<file path="src/design/sorted_unique_set_store_macros.svh">
// assertion macros shared by the set store rtl
// expects clk and rst in the scope of each use
`ifndef SORTED_UNIQUE_SET_STORE_MACROS_SVH
`define SORTED_UNIQUE_SET_STORE_MACROS_SVH

// check that holds in the same cycle as its trigger
`define SUSS_ASSERT_NOW(label, pre, post, msg) \
  label: assert property (@(posedge clk) disable iff (rst) (pre) |-> (post)) \
    else $error(msg);

// check that holds in the cycle after its trigger
`define SUSS_ASSERT_NEXT(label, pre, post, msg) \
  label: assert property (@(posedge clk) disable iff (rst) (pre) |=> (post)) \
    else $error(msg);

`endif

</file>
<file path="src/design/suss_pkg.sv">
// shared types and codes for the sorted unique set store
// no dependencies
package suss_pkg;

  // action codes
  localparam logic [1:0] ACT_INSERT = 2'd0;
  localparam logic [1:0] ACT_DELETE = 2'd1;
  localparam logic [1:0] ACT_LIST   = 2'd2;

  // status codes
  localparam logic [2:0] ST_OK       = 3'd0;
  localparam logic [2:0] ST_FULL     = 3'd1;
  localparam logic [2:0] ST_DUP      = 3'd2;
  localparam logic [2:0] ST_EMPTY    = 3'd3;
  localparam logic [2:0] ST_NOTFOUND = 3'd4;

  // command word
  typedef struct packed {
    logic [1:0]         action;
    logic signed [31:0] value;
  } req_t;

  // result word
  typedef struct packed {
    logic [2:0]         status;
    logic signed [31:0] element;
    logic [3:0]         count;
    logic               is_empty;
    logic               is_full;
    logic               last;
  } rsp_t;

  // per-cycle control broadcast to every cell
  typedef struct packed {
    logic ins;
    logic del;
    logic rot;
  } cell_ctl_t;

endpackage

</file>
<file path="src/design/suss_cell.sv">
// one slot of the sorted chain: holds a value, compares it with the command
// value and shifts with its neighbors; depends on suss_pkg
module suss_cell (
  input  logic                 clk,
  input  suss_pkg::cell_ctl_t  ctl,
  input  logic                 occ,
  input  logic signed [31:0]   v,
  input  logic signed [31:0]   left_entry,
  input  logic                 left_above,
  input  logic signed [31:0]   right_entry,
  output logic signed [31:0]   entry,
  output logic                 above,
  output logic                 match
);
  import suss_pkg::*;

  // slot lies above the insertion point, or holds a larger value
  assign above = !occ || (entry > v);
  assign match = occ && (entry == v);

  // insert pulls from the left, delete and rotate pull from the right
  always_ff @(posedge clk) begin
    if (ctl.ins && above) begin
      entry <= left_above ? left_entry : v;
    end else if (ctl.del && occ && (above || match)) begin
      entry <= right_entry;
    end else if (ctl.rot && occ) begin
      entry <= right_entry;
    end
  end

endmodule

</file>
<file path="src/design/sorted_unique_set_store.sv">
// insert, delete and other actions: result in the cycle after start, one word per cycle while not busy.
// list: busy while in S_LIST; results follow the state register and the result register, one word per cycle,
// read out of the head cell while the occupied cells rotate by one each cycle.
// an empty list gives a single word in the cycle after start.
// rst clears the fill count; stored values are not cleared. receiver cannot stall.
`include "sorted_unique_set_store_macros.svh"

module sorted_unique_set_store #(
  parameter int CAPACITY = 8
) (
  input  logic           clk,
  input  logic           rst,
  input  logic           start,
  output logic           busy,
  input  suss_pkg::req_t req,
  output logic           strobe,
  output suss_pkg::rsp_t rsp
);
  import suss_pkg::*;

  localparam int CW = $clog2(CAPACITY + 1);
  localparam logic [CW-1:0] FILL_MAX = CW'(CAPACITY);

  typedef enum logic {S_IDLE, S_LIST} state_t;

  state_t  state, state_next;
  logic [CW-1:0] fill, fill_next;
  logic [CW-1:0] rem, rem_next;
  logic          strobe_next;
  rsp_t          rsp_next;
  logic [CW+3:0] fill_ext;
  cell_ctl_t     ctl;
  logic          accept, full, dup, found;

  logic signed [31:0] entry_a [CAPACITY];
  logic [CAPACITY-1:0] above_v, match_v, occ_v;

  // cell chain
  for (genvar i = 0; i < CAPACITY; i++) begin : g_cell
    localparam logic [CW-1:0] IDX = CW'(i);
    logic signed [31:0] left_e, right_e;
    logic               left_a;

    assign occ_v[i] = fill > IDX;

    if (i == 0) begin : g_head
      assign left_e = '0;
      assign left_a = 1'b0;
    end else begin : g_body
      assign left_e = entry_a[i-1];
      assign left_a = above_v[i-1];
    end

    // the last occupied cell wraps to the head for rotation
    if (i == CAPACITY - 1) begin : g_tail
      assign right_e = entry_a[0];
    end else begin : g_mid
      assign right_e = occ_v[i+1] ? entry_a[i+1] : entry_a[0];
    end

    suss_cell u_cell (
      .clk         (clk),
      .ctl         (ctl),
      .occ         (occ_v[i]),
      .v           (req.value),
      .left_entry  (left_e),
      .left_above  (left_a),
      .right_entry (right_e),
      .entry       (entry_a[i]),
      .above       (above_v[i]),
      .match       (match_v[i])
    );
  end

  assign busy   = (state == S_LIST);
  assign accept = start && !busy;
  assign full   = (fill == FILL_MAX);
  assign dup    = |match_v;
  assign found  = |match_v;

  // action decode and next result word
  always_comb begin
    state_next  = state;
    fill_next   = fill;
    rem_next    = rem;
    strobe_next = 1'b0;
    ctl         = '0;
    rsp_next    = '0;
    rsp_next.status = ST_OK;
    case (state)
      S_IDLE: begin
        if (accept) begin
          strobe_next   = 1'b1;
          rsp_next.last = 1'b1;
          case (req.action)
            ACT_INSERT: begin
              if (full) begin
                rsp_next.status = ST_FULL;
              end else if (dup) begin
                rsp_next.status = ST_DUP;
              end else begin
                ctl.ins   = 1'b1;
                fill_next = fill + 1'b1;
              end
            end
            ACT_DELETE: begin
              if (fill == '0) begin
                rsp_next.status = ST_EMPTY;
              end else if (!found) begin
                rsp_next.status = ST_NOTFOUND;
              end else begin
                ctl.del   = 1'b1;
                fill_next = fill - 1'b1;
              end
            end
            ACT_LIST: begin
              if (fill == '0) begin
                rsp_next.status = ST_EMPTY;
              end else begin
                strobe_next = 1'b0;
                state_next  = S_LIST;
                rem_next    = fill;
              end
            end
            default: begin
              rsp_next.status = ST_OK;
            end
          endcase
        end
      end
      S_LIST: begin
        strobe_next      = 1'b1;
        ctl.rot          = 1'b1;
        rsp_next.element = entry_a[0];
        rsp_next.last    = (rem == CW'(1));
        rem_next         = rem - 1'b1;
        if (rem == CW'(1)) begin
          state_next = S_IDLE;
        end
      end
      default: begin
        state_next = S_IDLE;
      end
    endcase
    fill_ext          = {4'b0, fill_next};
    rsp_next.count    = fill_ext[3:0];
    rsp_next.is_empty = (fill_next == '0);
    rsp_next.is_full  = (fill_next == FILL_MAX);
  end

  // state, fill count and registered result
  always_ff @(posedge clk) begin
    if (rst) begin
      state  <= S_IDLE;
      fill   <= '0;
      rem    <= '0;
      strobe <= 1'b0;
    end else begin
      state  <= state_next;
      fill   <= fill_next;
      rem    <= rem_next;
      strobe <= strobe_next;
    end
    rsp <= rsp_next;
  end

  // checks
  `SUSS_ASSERT_NOW(a_fill_bound, 1'b1, fill <= FILL_MAX, "fill count past capacity")
  `SUSS_ASSERT_NEXT(a_single_word, accept && (req.action != ACT_LIST), strobe, "missing result word")
  `SUSS_ASSERT_NEXT(a_list_emits, busy, strobe, "list cycle without result word")
  `SUSS_ASSERT_NOW(a_more_follows, strobe && !rsp.last, busy, "list ended before last word")
  `SUSS_ASSERT_NEXT(a_full_reject, accept && (req.action == ACT_INSERT) && full, rsp.status == ST_FULL, "insert into full set not rejected")

endmodule

</file>
<file path="config.mk">
export PLATFORM = sky130hd
export DESIGN_NAME = sorted_unique_set_store
export DESIGN_NICKNAME = d
export VERILOG_FILES = /design/src/design/suss_pkg.sv /design/src/design/suss_cell.sv /design/src/design/sorted_unique_set_store.sv
export VERILOG_INCLUDE_DIRS = /design/src /design/src/design
export SDC_FILE = /design/constraint.sdc
export NUM_CORES = 1
export LEC_CHECK = 0
export BUFFER_PORTS_ARGS = -buffer_cell sky130_fd_sc_hd__clkbuf_2
export CORE_MARGIN = 1.5
export CORE_UTILIZATION = 48
export DETAILED_ROUTE_END_ITERATION = 12
export PLACE_DENSITY = 0.69
export REMOVE_ABC_BUFFERS = 1
export SLEW_MARGIN = 10
export SYNTH_ARGS = -nofsm -noshare
export SYNTH_HDL_FRONTEND = slang
export SYNTH_HIERARCHICAL = 1
export SYNTH_SLANG_ARGS = --single-unit
</file>
<file path="constraint.sdc">
create_clock -name clk -period 11.8 [get_ports clk]
set_input_delay 1.77 -clock clk [delete_from_list [all_inputs] [get_ports clk]]
set_output_delay 1.77 -clock clk [all_outputs]
set_load 0.005 [all_outputs]
</file>
==> results by group, run 1 <==
Outcome
  • Status: finished clean

Floorplanning
  • Core area: 54,100 um2
  • Cell Rows: 85
  • Die X: around 240 um
  • Die area: 56,500 um2
  • Io pins: between 80 and 90
  • Initial core utilization: 0.488
  • Die Y: approximately 240 um

CTS
  • Resized cells post-CTS: 0
  • Hold-fix buffers, CTS: 0
  • CTS buffer count: 40
  • CTS tree: built
  • Register clock-pin slew on the reported worst setup and hold paths: 0.06 ns
  • Clk root buf: clkbuf_16
  • Clock Latency Late Sink: about 0.58 ns
  • H-tree depth: 2
  • Post-CTS setup buffer count: 0
  • Max clock buf depth: 3
  • # clock sinks: about 310

Critical path
  • WP buf/inv: 5
  • Crit path DAT: 6.63 ns
  • Setup CP Type: in2reg
  • Startpoint types: primary input
  • CP Max Fanout: 20
  • Crit Reg-Reg Startpoint: fill[1]
  • Worst Setup End Kind: flip-flop
  • Kind of cell adding the most delay to the critical path: simple AND/OR/NAND/NOR gates
  • Slowest CP cell: nor4_2
  • CP peak stage delay: 0.67 ns
  • Crit path required time: 12.11 ns
  • Crit path from: req[31]
  • CP Cell Sequence: clkbuf_2 > inv_1 > ha_1 > nand4_1 > nor4_1 > nand4_1 > inv_1 > nor4_2 > nand4_1 > inv_1 > nand2_1 > a31o_2 > nor2_4 > buf_4 > mux2_2

Timing
  • Final Hold Vio Count: 0
  • Final TNS setup: 0 ns
  • Final setup fails: 0
  • Worst Tran Pin Value: just over 0.9 ns
  • Final Critical Period: 6.32 ns
  • Pins Over Slew Limit: 0
  • Slew Limit Headroom: 0.382
  • Clock Skew: between 0.03 and 0.04 ns
  • Highest Clock Rate: 158 MHz
  • RSZ-0062 raised after global routing: no
  • Period utilization: 0.535
  • Worst hold slack: about 0.5 ns

Power and ir drop
  • Clk network pwr share: 0.417
  • Lkg Pwr: around 0.013 uW
  • IR drop worst, VDD: 109 uV
  • Overall power: 3030 uW
  • Flop pwr share: 0.416
  • Power per cell area: between 100 and 150 nW/um2
  • Switching part of the total: 0.274
  • P_sw: about 830 uW
  • Pint: between 2000 and 2500 uW
  • Comb power frac: 0.167

Global routing
  • Gr busiest metal: met2
  • Initial antenna violation count: 3
  • Met1 usage: 0.352
  • Number of global-route vias before repair: between 20,000 and 25,000
  • Pin count of the biggest net entering global routing: 64
  • First-pass GRT wire length: 122,000 um
  • GRT Resource Usage Total: 0.282
  • Met2 Track Usage GR: 0.469
  • Total gr overflow: 0
  • GR met3 Demand/Resource: 0.0496

Layout
  • # fillers: about 4,700
  • Reg area: between 8000 and 9000 um2
  • Area grow syn2layout: 9.12%
  • Area of the multi-input gates: roughly 16,000 um2
  • Post-layout nets: between 2,000 and 3,000
  • Final core occ: 0.533
  • Share of cells above drive strength 1: 0.283
  • Number of diodes: 0
  • Fin area: 28,800 um2

Placed design
  • Final GP Congestion: about 0.97
  • Post-DP HPWL: around 56,000 um
  • I/O Buffers: 80
  • Area post-placement: about 28,000 um2

Yosys
  • Yosys warns: 6
  • Cells after Synth: 2,564
  • Syn Std Cell Area: about 26,000 um2
  • Mean Syn Cell Area: 10.3 um2

Hold path
  • Hold/Removal Path Class: reg2reg
  • Hold Path Origin: rem[2]

Route
  • Final ANT Viol Nets: 0
  • Via count: about 20,000
  • Via density: 6.06
  • DR pass1 iterations: 5
  • Routed WL: roughly 80,000 um
  • DRC: 0
  • Initial DRC count: ~1,700
  • WL per Instance: 23.9 um

Job
  • Max Cap Viol: 0
[cells in the final DEF, fill, tap and decap left out, drive strengths merged, types with 2 or more instances in the layout]
cell    instances
inv           303
mux2          488
o211ai          8
ha            262
clkinv          2
nand4          66
o21a            2
a211oi         27
edfxtp        256
and3            3
a21o           16
nand2b          2
or4b            8
o21ai         295
clkbuf        145
nor3           20
a21boi          9
and4            8
nor4           18
dfxtp          52
nor2b          13
nor2           22
conb           33
mux2i           4
a41oi           8
xnor2           9
a21oi         144
a31o            9
and2           41
buf            33
nand2         306
bufinv          2
nor3b           2
nor4b           2
nand3          40
[routing by layer]
| metal | share of wire | wire [um] | up-vias |
|---|---|---|---|
| met5 | 0.00016 | 13 | - |
| met4 | 0.049 | 3910 | 2 |
| met3 | 0.074 | 5970 | 210 |
| met2 | 0.47 | 37500 | 819 |
| met1 | 0.41 | 33000 | 9981 |
| li1 | - | - | 9366 |
[final timing paths]
| kind | end | slack [ns] | cells after the start |
|---|---|---|---|
| worst max register to register | g_cell[4].u_cell/entry[31] | 5.62 | 16 |
| worst min register to register | rem[2] | 0.49 | 2 |
| worst min-delay path | rem[2] | 0.49 | 2 |
| worst max-delay path | g_cell[4].u_cell/entry[31] | 5.48 | 15 |
[worst min-delay path: cells and delay by family (launching register included)]
kind             cells  cell delay, ns
AO/OA/AOI/OAI        1            0.05
AND/OR/NAND/NOR      1            0.06
flip-flops           1            0.33
[per-stage QoR]
| stage | setup WS (ns) | std cells |
|---|---|---|
| final | 5.48 | 3365 |
| after global routing | 5.38 | 3365 |
| after CTS | 5.65 | 3365 |
| after detailed placement | 5.07 | 3291 |
| after global placement | 5.10 | 3291 |
| after floorplan | 5.50 | 2482 |
[registers in the layout, indices dropped and copies added, names as in the netlist]
signal	cells
rem	4
g_cell.u_cell/entry	256
fill	4
strobe	1
busy	1
rsp	42
[power groups by stage]
stage               Clock (uW)  Combinational [uW]  Sequential, uW
floorplan                    0                 351            1270
global placement             0                 479            1280
detailed placement           0                 495            1280
CTS                       1290                 498            1260
global route              1330                 550            1260
finish                    1260                 507            1260
[cell type report]
type | instances | area share
sequential | 308 | 0.303
clock buffer | 65 | 0.0426
timing repair buffer | 113 | 0.0225
tap | 696 | 0.0302
inverter | 299 | 0.0389
clock inverter | 9 | 0.00373
multi-input combinational | 1875 | 0.559
Power figures use the tool's default switching activity.
==> run 2: changes to the inputs <==
--- a/config.mk
+++ b/config.mk
@@ -10,7 +10,7 @@
 export CORE_MARGIN = 1.5
 export CORE_UTILIZATION = 48
 export DETAILED_ROUTE_END_ITERATION = 12
-export PLACE_DENSITY = 0.69
+export PLACE_DENSITY = 0.72
 export REMOVE_ABC_BUFFERS = 1
 export SLEW_MARGIN = 10
 export SYNTH_ARGS = -nofsm -noshare
==> constraint.sdc (replaced) <==
create_clock -name clk -period 5.6 [get_ports clk]
set_input_delay 0.84 -clock clk [delete_from_list [all_inputs] [get_ports clk]]
set_output_delay 0.84 -clock clk [all_outputs]
set_load 0.005 [all_outputs]
==> run 2 against run 1 <==
  * Critical endpoint is now g_cell[0].u_cell/entry[9]
  * Global-route usage down 0.14 points
  * Clock-buffer cell count is 12 lower
  * Core utilization increased by 0.63 points
  * Clock power is 120% higher
  * Sequential power is 110% higher
  * Clock skew fell by 0.0076 ns
  * Routed wire length fell by 0.77%
  * Non-clock buffer count grew 27
  * Total power rose by 110%
  * Cell area increased by 1.2%
  * First-iteration DRC count is 20% lower
  * Sequential cell count unchanged
==> results by group, run 2 (synthesis results as in run 1) <==
Global routing
  • Pin count of the biggest net entering global routing: 64 (unchanged)
  • Initial antenna violation count: 0 (-3)
  • Number of global-route vias before repair: 20,700 (-0.25%)
  • First-pass GRT wire length: 121,000 um (-0.48%)
  • Total gr overflow: 0 (unchanged)
  • GRT Resource Usage Total: 0.281 (-0.00143)

Timing
  • Worst Tran Pin Value: 0.833 ns (-0.0931 ns)
  • Final setup fails: 0 (unchanged)
  • Clock Skew: 0.0227 ns (-0.00761 ns)
  • Period utilization: 0.871
  • Pins Over Slew Limit: 0 (unchanged)
  • Final Critical Period: approximately 4.9 ns
  • Slew Limit Headroom: 0.445 (+0.0621)
  • Highest Clock Rate: approximately 210 MHz
  • RSZ-0062 raised after global routing: no
  • Worst setup margin: 0.722 ns (-4.76 ns)
  • Final Hold Vio Count: 0 (unchanged)

Job
  • Max Cap Viol: 0 (unchanged)

CTS
  • Max clock buf depth: 3 (unchanged)
  • Hold-fix buffers, CTS: 0 (unchanged)
  • Post-CTS setup buffer count: 0 (unchanged)
  • # clock sinks: 308 (unchanged)
  • Resized cells post-CTS: 0 (unchanged)
  • CTS tree: built
  • Clock Latency Late Sink: 0.59 ns (about the same)
  • H-tree depth: 2 (unchanged)
  • Clk root buf: clkbuf_16
  • CTS buffer count: 40 (unchanged)
  • Register clock-pin slew on the reported worst setup and hold paths: 0.05 ns (about the same)

Critical path
  • Kind of cell adding the most delay to the critical path: simple AND/OR/NAND/NOR gates
  • Crit path DAT: 5.09 ns (-1.54 ns)
  • Setup CP Type: in2reg
  • Worst Setup End Kind: flip-flop
  • Crit Reg-Reg Startpoint: fill[1]
  • FF-to-FF End: g_cell[1].u_cell/entry[0]
  • Setup slack, reg-to-reg: 0.83 ns (-4.79 ns)
  • CP peak stage delay: 0.74 ns (+0.07 ns)
  • Startpoint types: primary input
  • Slowest CP cell: nor4_1
  • Cells on worst reg2reg path: 15 (-1)
  • CP Max Fanout: 24 (+20%)
  • Crit path required time: 5.81 ns (-6.30 ns)
  • WP buf/inv: 4 (-1)
  • CP Cell Sequence: clkbuf_2 > inv_1 > ha_1 > nand4_1 > nor4_1 > nand4_1 > inv_1 > nor4_2 > and2_1 > nor2_2 > o21ai_0 > and2_1 > a41oi_4 > buf_4

Outcome
  • Status: finished clean

Power and ir drop
  • Power per cell area: 222 nW/um2 (+110%)
  • Overall power: 6480 uW (+110%)
  • IR drop worst, VDD: 213 uV (+95%)
  • Lkg Pwr: 0.0129 uW (+1.5%)

Layout
  • Area grow syn2layout: 10.4%
  • Share of cells above drive strength 1: 0.291 (+0.00830)
  • Final core occ: 0.539 (+0.00631)
  • Largest reg by FF count: g_cell.u_cell/entry
  • Biggest regs: g_cell.u_cell/entry: 256 flops, rsp: 42 flops
  • Post-layout nets: 2,963 (+0.92%)
  • Commonest non-fill, non-tap cells in the layout: 306 x nand2_1, 298 x inv_1, 292 x o21ai_0
  • # fillers: 4,618 (-2.1%)
  • Most common cell after layout, fill and taps aside: nand2_1
  • Max reg flops: 256 (unchanged)
  • Finished Layout Cells: 3,393 (+0.83%)

Placed design
  • Place WS: 0.358 ns (-4.71 ns)
  • I/O Buffers: 80 (unchanged)
  • Final GP Congestion: 0.943 (-2.7%)
  • Placed Cells: 3,318 (+0.82%)
  • Post-DP HPWL: 58,200 um (+3.3%)

Floorplanning
  • Cell Rows: 85 (unchanged)
  • Die X: 238 um (unchanged)
  • Die Y: 238 um (unchanged)
  • Core area: 54,100 um2 (unchanged)
  • Die area: 56,500 um2 (unchanged)
  • Io pins: 81 (unchanged)
  • Initial core utilization: 0.488 (unchanged)

Route
  • DR pass1 iterations: 5 (unchanged)
  • Routed WL: 79,800 um (-0.77%)
  • DRC: 0 (unchanged)
  • Via density: 5.99 (-1.1%)
  • Via count: 20,300 (-0.26%)
  • WL per Instance: 23.5 um (-1.6%)
  • Initial DRC count: 1,339 (-20%)
  • Final ANT Viol Nets: 0 (unchanged)

Hold path
  • Hold Path Depth: 2 (unchanged)
  • Hold Path Origin: rem[2]
  • Hold/Removal Path Class: reg2reg
  • Worst hold endpoint: rem[2]
==> run 2: cell types whose count changed in the layout (fill, tap and decap cells not counted), sizes merged <==
cell	change
clkinvlp	-1
bufinv	+3
clkbuf	-12
clkinv	+10
diode	+1
buf	+27
==> run 2: routing by layer <==
metal | wire (um) | global-route usage | up-vias
met4 | 3000 | 0.116 | 0
met5 | 0 | 0 | -
met2 | 38700 | 0.485 | 704
met3 | 4830 | 0.0395 | 175
met1 | 33300 | 0.351 | 10000
li1 | - | - | 9412
==> run 2: stage by stage <==
step	hold WS [ns]	area, um2	TNS, ns
2_1_floorplan	0.452	25700	-206.04
3_3_place_gp	0.473	27800	0
3_5_place_dp	0.512	27800	0
4_1_cts	0.520	29200	0
5_1_grt	0.544	29200	0
6_report	0.524	29200	0
==> run 2: worst max-delay path by stage <==
stage / endpoint / cells after the start / slack (ns) / start
after global placement: g_cell[0].u_cell/entry[5] / 14 / 0.48 / req[27]
after global routing: g_cell[1].u_cell/entry[0] / 15 / 0.54 / fill[1]
after floorplan: g_cell[1].u_cell/entry[0] / 10 / -0.70 / fill[3]
final: g_cell[0].u_cell/entry[9] / 14 / 0.72 / req[27]
after CTS: g_cell[1].u_cell/entry[0] / 15 / 0.85 / fill[1]
after detailed placement: g_cell[0].u_cell/entry[4] / 14 / 0.36 / req[27]
==> run 2: cell type report <==
class / instances / area (um2) / area share
multi-input cells: 1875 / 16100 / 0.553
well taps: 696 / 871 / 0.0298
clock inverters: 21 / 240 / 0.00823
flip-flops and latches: 308 / 8730 / 0.299
inverters: 299 / 1120 / 0.0385
clock buffers: 53 / 1130 / 0.0388
diodes: 1 / 2.50 / 0.0000857
repair buffers: 140 / 951 / 0.0326
==> run 2: tightest hold or removal path, delay by kind of cell, from the launching register on <==
kind | cells | cell delay, ns
DFF | 1 | 0.33
and+or+nand+nor | 1 | 0.08
AOI/OAI and AO/OA | 1 | 0.06
==> run 2: power by group <==
group | internal [uW] | switching, uW | leakage (uW) | total, uW
registers | 2570 | 79.7 | 0.00277 | 2650
clock network | 1660 | 1090 | 0.000679 | 2750
logic | 483 | 601 | 0.00949 | 1080
total | 4710 | 1770 | 0.0129 | 6480
==> run 3: changes to the inputs <==
--- a/config.mk
+++ b/config.mk
@@ -9,8 +9,9 @@
 export BUFFER_PORTS_ARGS = -buffer_cell sky130_fd_sc_hd__clkbuf_2
 export CORE_MARGIN = 1.5
 export CORE_UTILIZATION = 48
+export CTS_BUF_LIST = sky130_fd_sc_hd__clkbuf_16
 export DETAILED_ROUTE_END_ITERATION = 12
-export PLACE_DENSITY = 0.72
+export PLACE_DENSITY = 0.69
 export REMOVE_ABC_BUFFERS = 1
 export SLEW_MARGIN = 10
 export SYNTH_ARGS = -nofsm -noshare
==> constraint.sdc (replaced) <==
create_clock -name clk -period 6.12 [get_ports clk]
set_input_delay 0.918 -clock clk [delete_from_list [all_inputs] [get_ports clk]]
set_output_delay 0.918 -clock clk [all_outputs]
set_load 0.005 [all_outputs]
==> run 3 against run 2 <==
  * Global-route usage is 0.45 points lower
  * Cell count is 0.47% lower
  * Combinational power shrank 9%
  * Largest cell class unchanged
==> results by group, run 3 (synthesis results as in run 1) <==
Layout
  • Area grow syn2layout: 9.54%
  • Fin area: 29,000 um2 (-0.79%)
  • Biggest regs: g_cell.u_cell/entry: 256 flops, rsp: 42 flops
  • Largest reg by FF count: g_cell.u_cell/entry
  • # fillers: 4,687 (+1.5%)
  • Share of cells above drive strength 1: 0.286 (-0.00509)
  • Commonest non-fill, non-tap cells in the layout: 306 x nand2_1, 305 x inv_1, 292 x o21ai_0
  • Most common cell after layout, fill and taps aside: nand2_1
  • Post-layout nets: 2,950 (-0.44%)
  • Max reg flops: 256 (unchanged)
  • Number of diodes: 0 (-1)

Power and ir drop
  • Comb power frac: 0.173 (+0.006)
  • P_sw: 1590 uW (-9.9%)
  • Clk network pwr share: 0.404 (-0.020)
  • Power per cell area: 198 nW/um2 (-11%)
  • Pint: 4130 uW (-12%)
  • Flop pwr share: 0.424 (+0.015)
  • Lkg Pwr: 0.0129 uW (-0.72%)
  • Switching part of the total: 0.279 (+0.00546)
  • IR drop worst, VDD: 176 uV (-18%)

Timing
  • Clock Skew: 0.0253 ns (+0.00265 ns)
  • Pins Over Slew Limit: 0 (unchanged)
  • Final setup fails: 0 (unchanged)
  • Worst Tran Pin Value: 1.02 ns (+0.187 ns)
  • Slew Limit Headroom: 0.319 (-0.126)
  • Worst hold slack: 0.491 ns (-0.0337 ns)
  • Highest Clock Rate: 198 MHz
  • Final Hold Vio Count: 0 (unchanged)
  • Final Critical Period: roughly 5.1 ns
  • RSZ-0062 raised after global routing: no
  • Period utilization: 0.826

Hold path
  • Hold/Removal Path Class: reg2reg
  • Hold Path Origin: rem[2]
  • Hold Path Depth: 2 (unchanged)
  • Worst hold endpoint: rem[2]

CTS
  • Clk root buf: clkbuf_16
  • Register clock-pin slew on the reported worst setup and hold paths: 0.06 ns (about the same)
  • Max clock buf depth: 3 (unchanged)
  • CTS tree: built
  • # clock sinks: 308 (unchanged)
  • Post-CTS setup buffer count: 0 (unchanged)
  • H-tree depth: 2 (unchanged)
  • Clock Latency Late Sink: 0.58 ns (about the same)
  • Hold-fix buffers, CTS: 0 (unchanged)
  • Resized cells post-CTS: 0 (unchanged)
  • CTS buffer count: 40 (unchanged)

Global routing
  • GRT Resource Usage Total: 0.276 (-0.00445)
  • Total gr overflow: 0 (unchanged)
  • Initial antenna violation count: 1 (+1)
  • Number of global-route vias before repair: 20,600 (-0.32%)
  • Pin count of the biggest net entering global routing: 64 (unchanged)
  • First-pass GRT wire length: 120,000 um (-0.71%)

Critical path
  • Worst Setup End Kind: flip-flop
  • Cells on worst reg2reg path: 15 (unchanged)
  • Setup CP Type: in2reg
  • Setup slack, reg-to-reg: 1.24 ns (+0.41 ns)
  • Crit Reg-Reg Startpoint: fill[1]
  • WP buf/inv: 4 (unchanged)
  • Kind of cell adding the most delay to the critical path: simple AND/OR/NAND/NOR gates
  • Crit path DAT: 5.31 ns (+0.22 ns)
  • Startpoint types: primary input
  • FF-to-FF End: g_cell[1].u_cell/entry[31]
  • CP peak stage delay: 0.83 ns (+0.09 ns)
  • Crit path required time: 6.38 ns (+0.57 ns)
  • CP Max Fanout: 20 (-17%)
  • Slowest CP cell: nor4_1
  • CP Cell Sequence: clkbuf_2 > inv_1 > ha_1 > nand4_1 > nor4_1 > nand4_1 > inv_1 > nor4_2 > and2_1 > nor2_2 > o21ai_0 > and2_1 > a41oi_4 > buf_12

Route
  • WL per Instance: 23.2 um (-1.4%)
  • Via density: 5.98 (-0.25%)
  • Final ANT Viol Nets: 0 (unchanged)
  • Routed WL: 78,300 um (-1.9%)
  • DRC: 0 (unchanged)
  • DR pass1 iterations: 5 (unchanged)
  • Via count: 20,200 (-0.72%)
  • Initial DRC count: 1,674 (+25%)

Placed design
  • Post-DP HPWL: 57,000 um (-1.9%)
  • Final GP Congestion: 0.940 (-0.40%)
  • Area post-placement: 27,700 um2 (-0.35%)
  • I/O Buffers: 80 (unchanged)

Floorplanning
  • Die Y: 238 um (unchanged)
  • Die area: 56,500 um2 (unchanged)
  • Cell Rows: 85 (unchanged)
  • Io pins: 81 (unchanged)
  • Core area: 54,100 um2 (unchanged)
  • Initial core utilization: 0.488 (unchanged)
  • Die X: 238 um (unchanged)

Outcome
  • Status: finished clean

Job
  • Max Cap Viol: 0 (unchanged)
run 3: worst max-delay path by stage:
stage          startpoint  slack [ns]  cells after the start                    endpoint
6_report          req[31]        1.06                     14  g_cell[7].u_cell/entry[13]
5_1_grt           req[27]        0.88                     15  g_cell[7].u_cell/entry[14]
4_1_cts           req[31]        1.23                     14   g_cell[0].u_cell/entry[7]
3_3_place_gp      req[31]        0.67                     14   g_cell[0].u_cell/entry[5]
2_1_floorplan     fill[3]       -0.18                     10   g_cell[1].u_cell/entry[0]
3_5_place_dp      req[31]        0.65                     14   g_cell[0].u_cell/entry[4]
run 3: routing by layer:
| metal | share of wire | vias to the layer above | GRT usage |
|---|---|---|---|
| met5 | 0 | - | 0 |
| met4 | 0.038 | 0 | 0.109 |
| met3 | 0.066 | 167 | 0.0456 |
| met2 | 0.47 | 757 | 0.468 |
| met1 | 0.42 | 9854 | 0.351 |
| li1 | - | 9400 | - |
run 3: power by group through the flow:
stage	registers (uW)	clock network (uW)	logic, uW
3_5_place_dp	2470	0	964
2_1_floorplan	2440	0	677
3_3_place_gp	2470	0	935
4_1_cts	2430	2360	969
6_report	2430	2310	988
5_1_grt	2430	2430	1070
run 3: worst reg2reg max path: stages, from the launching register on:
cell,delay (ns)
dfxtp_1,0.36
inv_1,0.21
ha_1,0.41
nor2_1,0.14
a21oi_4,0.18
inv_1,0.17
nand4_1,0.22
inv_1,0.13
nor4_2,0.65
nand4_1,0.28
inv_1,0.38
nand2_1,0.13
a31o_2,0.25
nor2_4,0.41
buf_12,0.31
mux2_2,0.38
run 3: area by class of cell:
| cell class | instances | area [um2] | area share |
|---|---|---|---|
| Multi-Input combinational cell | 1875 | 16100 | 0.557 |
| Sequential cell | 308 | 8730 | 0.302 |
| Inverter | 299 | 1120 | 0.0388 |
| Clock buffer | 41 | 1030 | 0.0354 |
| Tap cell | 696 | 871 | 0.0301 |
| Timing Repair Buffer | 127 | 853 | 0.0295 |
| Clock inverter | 31 | 215 | 0.00743 |
run 3: per-stage QoR:
step / power, uW / util / setup TNS (ns) / worst slack (ns) / instances
finish: 5720 / 0.535 / 0 / 1.06 / 3377
global route: 5930 / 0.535 / 0 / 0.883 / 3377
CTS: 5750 / 0.535 / 0 / 1.23 / 3377
detailed placement: 3430 / 0.512 / 0 / 0.649 / 3305
global placement: 3400 / 0.512 / 0 / 0.667 / 3305
floorplan: 3120 / - / -46.11 / -0.180 / 2482
